[src/sv/aokt_pkg.sv]
package aokt_pkg;

	localparam int CAPACITY     = 64;
	localparam int PAYLOAD_BITS = 64;
	localparam int CNT_W        = $clog2(CAPACITY + 1);
	localparam int KEY_W        = 32;
	localparam int TIME_W       = 32;

	localparam logic [1:0] CMD_UPDATE = 2'd0;
	localparam logic [1:0] CMD_SWEEP  = 2'd1;
	localparam logic [1:0] CMD_LOOKUP = 2'd2;

	typedef enum logic [2:0] {
		ST_IDLE,
		ST_MATCH,
		ST_ACT,
		ST_SETTLE,
		ST_RESULT
	} state_t;

	typedef struct packed {
		logic                    valid;
		logic [KEY_W-1:0]        key;
		logic [PAYLOAD_BITS-1:0] data;
		logic [TIME_W-1:0]       last_seen;
	} entry_t;

	// Broadcast from the sequencer to every cell
	typedef struct packed {
		logic                    match_en;
		logic                    upd_en;
		logic                    sweep_en;
		logic                    compact_en;
		logic [KEY_W-1:0]        key;
		logic [PAYLOAD_BITS-1:0] data;
		logic [TIME_W-1:0]       now;
		logic [TIME_W-1:0]       max_absence;
	} cell_ctrl_t;

endpackage

[src/sv/aokt_cell.sv]
module aokt_cell
	import aokt_pkg::*;
(
	input  logic       clk,
	input  logic       arst_n,
	input  cell_ctrl_t ctrl,
	input  logic       ins_sel,
	input  logic       prev_valid,
	input  entry_t     next_ent,
	output entry_t     ent,
	output logic       match,
	output logic       move
);

	logic              valid_q;
	logic [KEY_W-1:0]  key_q;
	logic [PAYLOAD_BITS-1:0] data_q;
	logic [TIME_W-1:0] last_q;
	logic              match_q;
	logic              stale_q;
	logic              take;
	logic [TIME_W-1:0] age;

	// Close holes: a valid cell above an empty one drops into it
	assign move = ctrl.compact_en & valid_q & ~prev_valid;
	assign take = ctrl.compact_en & ~valid_q & next_ent.valid;
	assign age  = ctrl.now - last_q;

	always_ff @(posedge clk or negedge arst_n) begin
		if (!arst_n) begin
			valid_q <= 1'b0;
			match_q <= 1'b0;
			stale_q <= 1'b0;
		end else begin
			if (ctrl.match_en) begin
				match_q <= valid_q & (key_q == ctrl.key);
				stale_q <= valid_q & (age > ctrl.max_absence);
			end
			if (ctrl.sweep_en && stale_q) begin
				valid_q <= 1'b0;
			end else if (ins_sel || take) begin
				valid_q <= 1'b1;
			end else if (move) begin
				valid_q <= 1'b0;
			end
		end
	end

	always_ff @(posedge clk) begin
		if (ins_sel) begin
			key_q  <= ctrl.key;
			data_q <= ctrl.data;
			last_q <= ctrl.now;
		end else if (ctrl.upd_en && match_q) begin
			data_q <= ctrl.data;
			last_q <= ctrl.now;
		end else if (take) begin
			key_q  <= next_ent.key;
			data_q <= next_ent.data;
			last_q <= next_ent.last_seen;
		end
	end

	assign ent.valid     = valid_q;
	assign ent.key       = key_q;
	assign ent.data      = data_q;
	assign ent.last_seen = last_q;
	assign match         = match_q;

endmodule

[config.mk]
export PLATFORM = sky130hd
export DESIGN_NAME = aokt_cell
export DESIGN_NICKNAME = d
export VERILOG_FILES = /design/src/sv/aokt_pkg.sv /design/src/sv/aokt_cell.sv
export SDC_FILE = /design/constraint.sdc
export NUM_CORES = 1
export LEC_CHECK = 0
export BUFFER_PORTS_ARGS = -buffer_cell sky130_fd_sc_hd__buf_2
export CORE_AREA = 2 2 164 166
export CTS_CLUSTER_SIZE = 8
export DETAILED_ROUTE_END_ITERATION = 8
export DIE_AREA = 0 0 166 168
export HOLD_SLACK_MARGIN = 0.02
export PLACE_DENSITY = 0.62
export REMOVE_ABC_BUFFERS = 1
export SLEW_MARGIN = 10
export SYNTH_ARGS = -nofsm -noshare
export SYNTH_HDL_FRONTEND = slang
export SYNTH_SLANG_ARGS = --single-unit
[constraint.sdc]
create_clock -name clk -period 25.1 [get_ports clk]
set_input_delay 5.02 -clock clk [delete_from_list [all_inputs] [get_ports clk]]
set_output_delay 5.02 -clock clk [all_outputs]
set_load 0.02 [all_outputs]
==> run summary, run 1 <==
fin crit share: 41.9%
top cell type's share of synthesized area: 45.1%
Fillers: 2599
leakage power: 5.41 nW
Fin Setup TNS: 0 ns
Die H: 168 um
placeable core area: 26400 um^2
dpl hpwl: 22700 um
Yosys top cell by area: edfxtp_1
drt via density: 4.78
WL/cell: 18.3 um
Post-synth EDFFs: 128
clock skew: 0.0118 ns
largest family of logic cells by synthesized area: multiplexers
max cap viols: 0
Clock Latency Late Sink: 0.42 ns
I/O pin count: 428
critical path launch point type: input pin
post-CTS sizing: 0
endpoints failing hold: 0
number of global-route vias before repair: 7611
layout cell share with drive strength beyond 1: 51.2%
Least-Margin Pin Slew: 1.16 ns
Seq. cell area: 3920 um^2
Rel. slew slack: 22.6%
M2 GR Usage: 33.5%
Worst Setup End Kind: primary output
CTS tree: done
placed cells: 1482
maximum VDD drop: 0.0365 mV
largest net degree at the start of global routing: 70
Root Buffer: clkbuf_16
RSZ-0062 raised after global routing: no
GR Layer Usage met3: 6.21%
first-pass GRT wire length: 41500 um
gr busiest metal: met2
post-route insts no fill: 1516
CTS buffer count: 17
# H-tree levels: 4
Synth Area in Compound Gates: 9.33%
maximum clock rate: 95.1 MHz
Power Density: 63.7 nW/um^2
register bit total from synthesis: 131
initial DRC count: 288
CTS Hold Bufs: 0
vias: 7244
Max Slew Vio Count: 0
DR pass1 iterations: 4
Worst EP arrival: 5.49 ns
GRT Util Overall: 19.4%
clk slew on worst S/H paths: 0.07 ns
chip width: 166 um
Post-Synth Simple-Gate Area: 7.37%
Die ar.: 27900 um^2
post-synth cell types: 49
Top FF cell, synth: edfxtp_1
Synth Instances: 734
site row count: 60
Mapped Area: 8520 um^2
Routed Wire Length: 27800 um
Final Power: 0.738 mW
nets@finish: 1521
Synth Area in Adders: 9.49%
Antenna Nets Post-Route: 0
initial antenna violation count: 4
Avg Cell Area, Syn: 11.6 um^2
YS warnings: 0
area of the multi-input gates: 4230 um^2
M1 GR Usage: 23.0%
final worst path period need: 10.51 ns
Post-synth top cells: edfxtp_1 (128), mux2_2 (127), inv_1 (74), ha_1 (63), a21oi_1 (49)
top cells by area, synth: edfxtp_1 (45%), mux2_2 (17%), ha_1 (9.3%)
CP Class: in -> out
fraction of registers with async set or reset after synthesis: 2.29%
placed cell areas: 11000 um^2
XOR/XNOR Fraction of Synth Area: 6.38%
final setup violation count: 0
GPL Wtd Cong: 0.875
TritonCTS Sinks: 131
status: finished, final reports clean
maximum clock path buffer count: 2
gr ovfl total: 0
fin area: 11600 um^2
P&R area growth vs syn: 36.0%
hold crit path type: reg -> reg
Post-route DRC: 0
total setup buffers inserted after CTS: 0
mux contribution to synthesized area: 16.8%
CP required: 20.08 ns
most common cell in the synthesized netlist: edfxtp_1
Initial Util: 32.3%
share of the yosys chip area belonging to registers: 46.0%
CP max FO: 3
IO buf count: 427
-- report_power, final --
part	internal, mW	total, mW	switching, mW
Clock	0.139	0.251	0.112
Sequential	0.266	0.276	0.00948
Combinational	0.0908	0.211	0.121
-- sequential cells by signal, indices dropped and copies added (netlist names) --
register  cells
stale_q       1
match         1
key_q        32
data_q       64
last_q       32
valid_q       1
-- area by class of cell --
| cell class | count | share of cell area, % |
|---|---|---|
| inverter | 74 | 2.40 |
| antenna | 2 | 0.0432 |
| sequential | 131 | 33.8 |
| timing repair buffer | 430 | 18.6 |
| multi-input combinational | 506 | 36.5 |
| tap | 341 | 3.68 |
| clock inverter | 15 | 1.25 |
| clock buffer | 17 | 3.67 |
-- worst paths after layout --
kind | from | endpoint | slack (ns) | cells past startpoint
max | ctrl[160] | move | 14.59 | 4
min reg2reg | stale_q | valid_q | 0.48 | 1
min in group asynchronous | arst_n | valid_q | 4.40 | 1
max reg2reg | last_q[0] | stale_q | 21.30 | 16
max in group asynchronous | arst_n | stale_q | 20.58 | 1
min | stale_q | valid_q | 0.48 | 1
-- through the flow --
stage / setup slack, ns / util [%] / hold WS, ns
3_5_place_dp: 14.59 / 41.8 / 0.465
4_1_cts: 14.59 / 43.9 / 0.474
5_1_grt: 14.50 / 44.0 / 0.529
6_report: 14.59 / 44.0 / 0.482
2_1_floorplan: 3.00 / - / 0.409
3_3_place_gp: 14.59 / 41.8 / 0.478
-- layout by cell type (no fill, tap or decap), types with 19 or more instances in the layout --
master    count
o21ai_0      19
edfxtp_1    128
buf_2       427
ha_1         63
nand4_1      19
nor2_1       25
mux2_2      127
nand2_1      32
inv_1        74
xor2_1       42
xnor2_1      20
a21oi_1      48
-- kinds of logic (layout without fill, tap and decap cells) --
logic type	after synthesis	in the layout
compound gates	131	131
flops	131	131
mux	127	127
simple gates	122	122
buf+inv	97	536
fa+ha+maj	64	64
xor+xnor	62	62
other cells	0	2
-- worst max-delay path, stage by stage --
cell	delay [ns]
buf_2	0.10
nand2_1	0.05
nor2_1	0.13
buf_2	0.20
-- per-layer routing --
layer / wire, um / up-vias
li1: - / 3547
met1: 11400 / 3388
met2: 13600 / 271
met3: 2100 / 36
met4: 591 / 2
met5: 13 / -
Power figures use the tool's default switching activity.
==> inputs of run 2 (changes only) <==
- CORE_AREA: 2 2 164 166 -> 2 2 169 171
- DIE_AREA: 0 0 166 168 -> 0 0 171 173
- clock period: 25.1 -> 8.74 ns (I/O delays scaled with it)
==> run summary, run 2 (same netlist as run 1, synthesis figures left out) <==
final setup violation count: 0 (unchanged)
Clock Latency Late Sink: 0.42 ns (about the same)
Worst EP arrival: 5.26 ns (was 5.49 ns)
TritonCTS Sinks: 131 (unchanged)
nets@finish: 1522 (was 1521)
clk slew on worst S/H paths: 0.06 ns (was 0.07 ns)
placeable core area: 27600 um^2 (was 26400 um^2)
CTS tree: done (unchanged)
max cap viols: 0 (unchanged)
site row count: 61 (was 60)
CP max FO: 4 (was 3)
CP max stage cell: a211oi_1 (was buf_2)
Max Slew Vio Count: 0 (unchanged)
Die H: 173 um (was 168 um)
initial antenna violation count: 1 (was 4)
maximum clock rate: 202 MHz
GPL Wtd Cong: 0.874 (was 0.875)
vias: 7276 (was 7244)
R2R setup slack: 4.85 ns (was 21.30 ns)
final worst path period need: 4.96 ns
number of global-route vias before repair: 7519 (was 7611)
Final Power: 2.18 mW (was 0.738 mW)
Critical Path Max Stage Delay: 0.58 ns (was 0.20 ns)
GRT Util Overall: 19.0% (was 19.4%)
placed cells: 1520 (was 1482)
endpoints failing hold: 0 (unchanged)
CTS Hold Bufs: 0 (unchanged)
RSZ-0062 raised after global routing: no (unchanged)
# H-tree levels: 4 (unchanged)
dpl hpwl: 23500 um (was 22700 um)
Post-route DRC: 0 (unchanged)
fin crit share: 56.7%
Routed Wire Length: 28500 um (was 27800 um)
Power Density: 186 nW/um^2 (was 63.7 nW/um^2)
maximum VDD drop: 0.152 mV (was 0.0365 mV)
Initial Util: 30.8% (was 32.3%)
P&R area growth vs syn: 37.2% (was 36.0%)
drt via density: 4.69 (was 4.78)
Rel. slew slack: 42.4% (was 22.6%)
first-pass GRT wire length: 42400 um (was 41500 um)
most common cell after layout, fill and taps aside: buf_2 (unchanged)
DR pass1 iterations: 4 (unchanged)
Die ar.: 29600 um^2 (was 27900 um^2)
hold_ws: 0.497 ns (was 0.482 ns)
post-route insts no fill: 1553 (was 1516)
gr ovfl total: 0 (unchanged)
initial DRC count: 254 (was 288)
critical path launch point type: input pin (unchanged)
CP required: 9.04 ns (was 20.08 ns)
CP Class: in -> reg (was in -> out)
status: finished, final reports clean (unchanged)
IO buf count: 427 (unchanged)
CTS buffer count: 17 (unchanged)
I/O pin count: 428 (unchanged)
layout cell share with drive strength beyond 1: 51.3% (was 51.2%)
biggest regs: data_q: 64 flops, key_q: 32 flops, last_q: 32 flops (unchanged)
total setup buffers inserted after CTS: 0 (unchanged)
chip width: 171 um (was 166 um)
most frequent cells in the layout: buf_2 (427), edfxtp_1 (128), mux2_2 (127) (unchanged)
WL/cell: 18.4 um (was 18.3 um)
largest register by flop count: data_q (unchanged)
largest net degree at the start of global routing: 64 (was 70)
max reg flops: 64 (unchanged)
Root Buffer: clkbuf_16 (unchanged)
post-CTS sizing: 0 (unchanged)
Antenna Nets Post-Route: 0 (unchanged)
maximum clock path buffer count: 2 (unchanged)
clock skew: 0.0116 ns (was 0.0118 ns)
leakage power: 5.43 nW (was 5.41 nW)
critical-path cell list: buf_2, ha_1, nand2_1, a211oi_1, o21ai_1, a211oi_2, o21ai_1, a21oi_1, xor2_1, ha_1, nand4_1, or2_2, nor4_1, a21oi_1, o32a_1 (was buf_2, nand2_1, nor2_1, buf_2)
Least-Margin Pin Slew: 0.864 ns (was 1.16 ns)
hold crit path type: reg -> reg (unchanged)
Worst Setup End Kind: flip-flop (was primary output)
==> run 2: cell types whose count changed in the layout (fill, tap and decap cells not counted), sizes merged <==
| cell | previous run | this run |
|---|---|---|
| buf | 430 | 431 |
| bufinv | 1 | 3 |
| clkinv | 5 | 4 |
| clkinvlp | 1 | 2 |
| diode | 2 | 1 |
| inv | 82 | 80 |
==> run 2: cell type report <==
| class | count | area (um^2) |
|---|---|---|
| fill | 2800 | 15900 |
| multi-input combinational | 506 | 4230 |
| sequential | 131 | 3920 |
| timing repair buffer | 431 | 2170 |
| tap | 378 | 473 |
| clock buffer | 17 | 425 |
| inverter | 74 | 278 |
| clock inverter | 15 | 194 |
| antenna | 1 | 2.50 |
==> run 2: worst max-delay path: cells and delay by family <==
kind	cells	cell delay (ns)
compound gates	7	1.82
simple gates	4	0.81
fa+ha+maj	2	0.65
buf+inv	1	0.12
xor+xnor	1	0.10
==> run 2: where the power goes <==
part | switching, mW | internal (mW) | leakage, nW | total (mW)
Combinational | 0.351 | 0.262 | 3.83 | 0.613
Clock | 0.315 | 0.458 | 0.299 | 0.772
Sequential | 0.0265 | 0.764 | 1.30 | 0.791
==> run 2: metrics by stage <==
step | setup TNS [ns] | util, % | cell area [um^2] | setup slack [ns]
2_1_floorplan | -968.16 | - | 8400 | -10.09
3_3_place_gp | 0 | 40.0 | 11100 | 3.35
3_5_place_dp | 0 | 40.0 | 11100 | 3.34
4_1_cts | 0 | 42.3 | 11700 | 3.75
5_1_grt | 0 | 42.3 | 11700 | 3.48
6_report | 0 | 42.3 | 11700 | 3.78
==> run 2: per-layer routing <==
layer	share of wire [%]	vias to the layer above	global-route usage (%)
li1	-	3556	-
met1	42	3465	23.3
met2	51	231	33.2
met3	5.4	24	4.72
met4	1.5	0	4.73
met5	0	-	0
==> run 2: worst paths after layout <==
check                           startpoint      end  cells after the start
worst min register to register     stale_q  valid_q                      1
worst min-delay path               stale_q  valid_q                      1
worst max register to register   last_q[3]  stale_q                     15
min in group asynchronous           arst_n  stale_q                      1
worst max-delay path              ctrl[35]  stale_q                     15
max in group asynchronous           arst_n  valid_q                      1
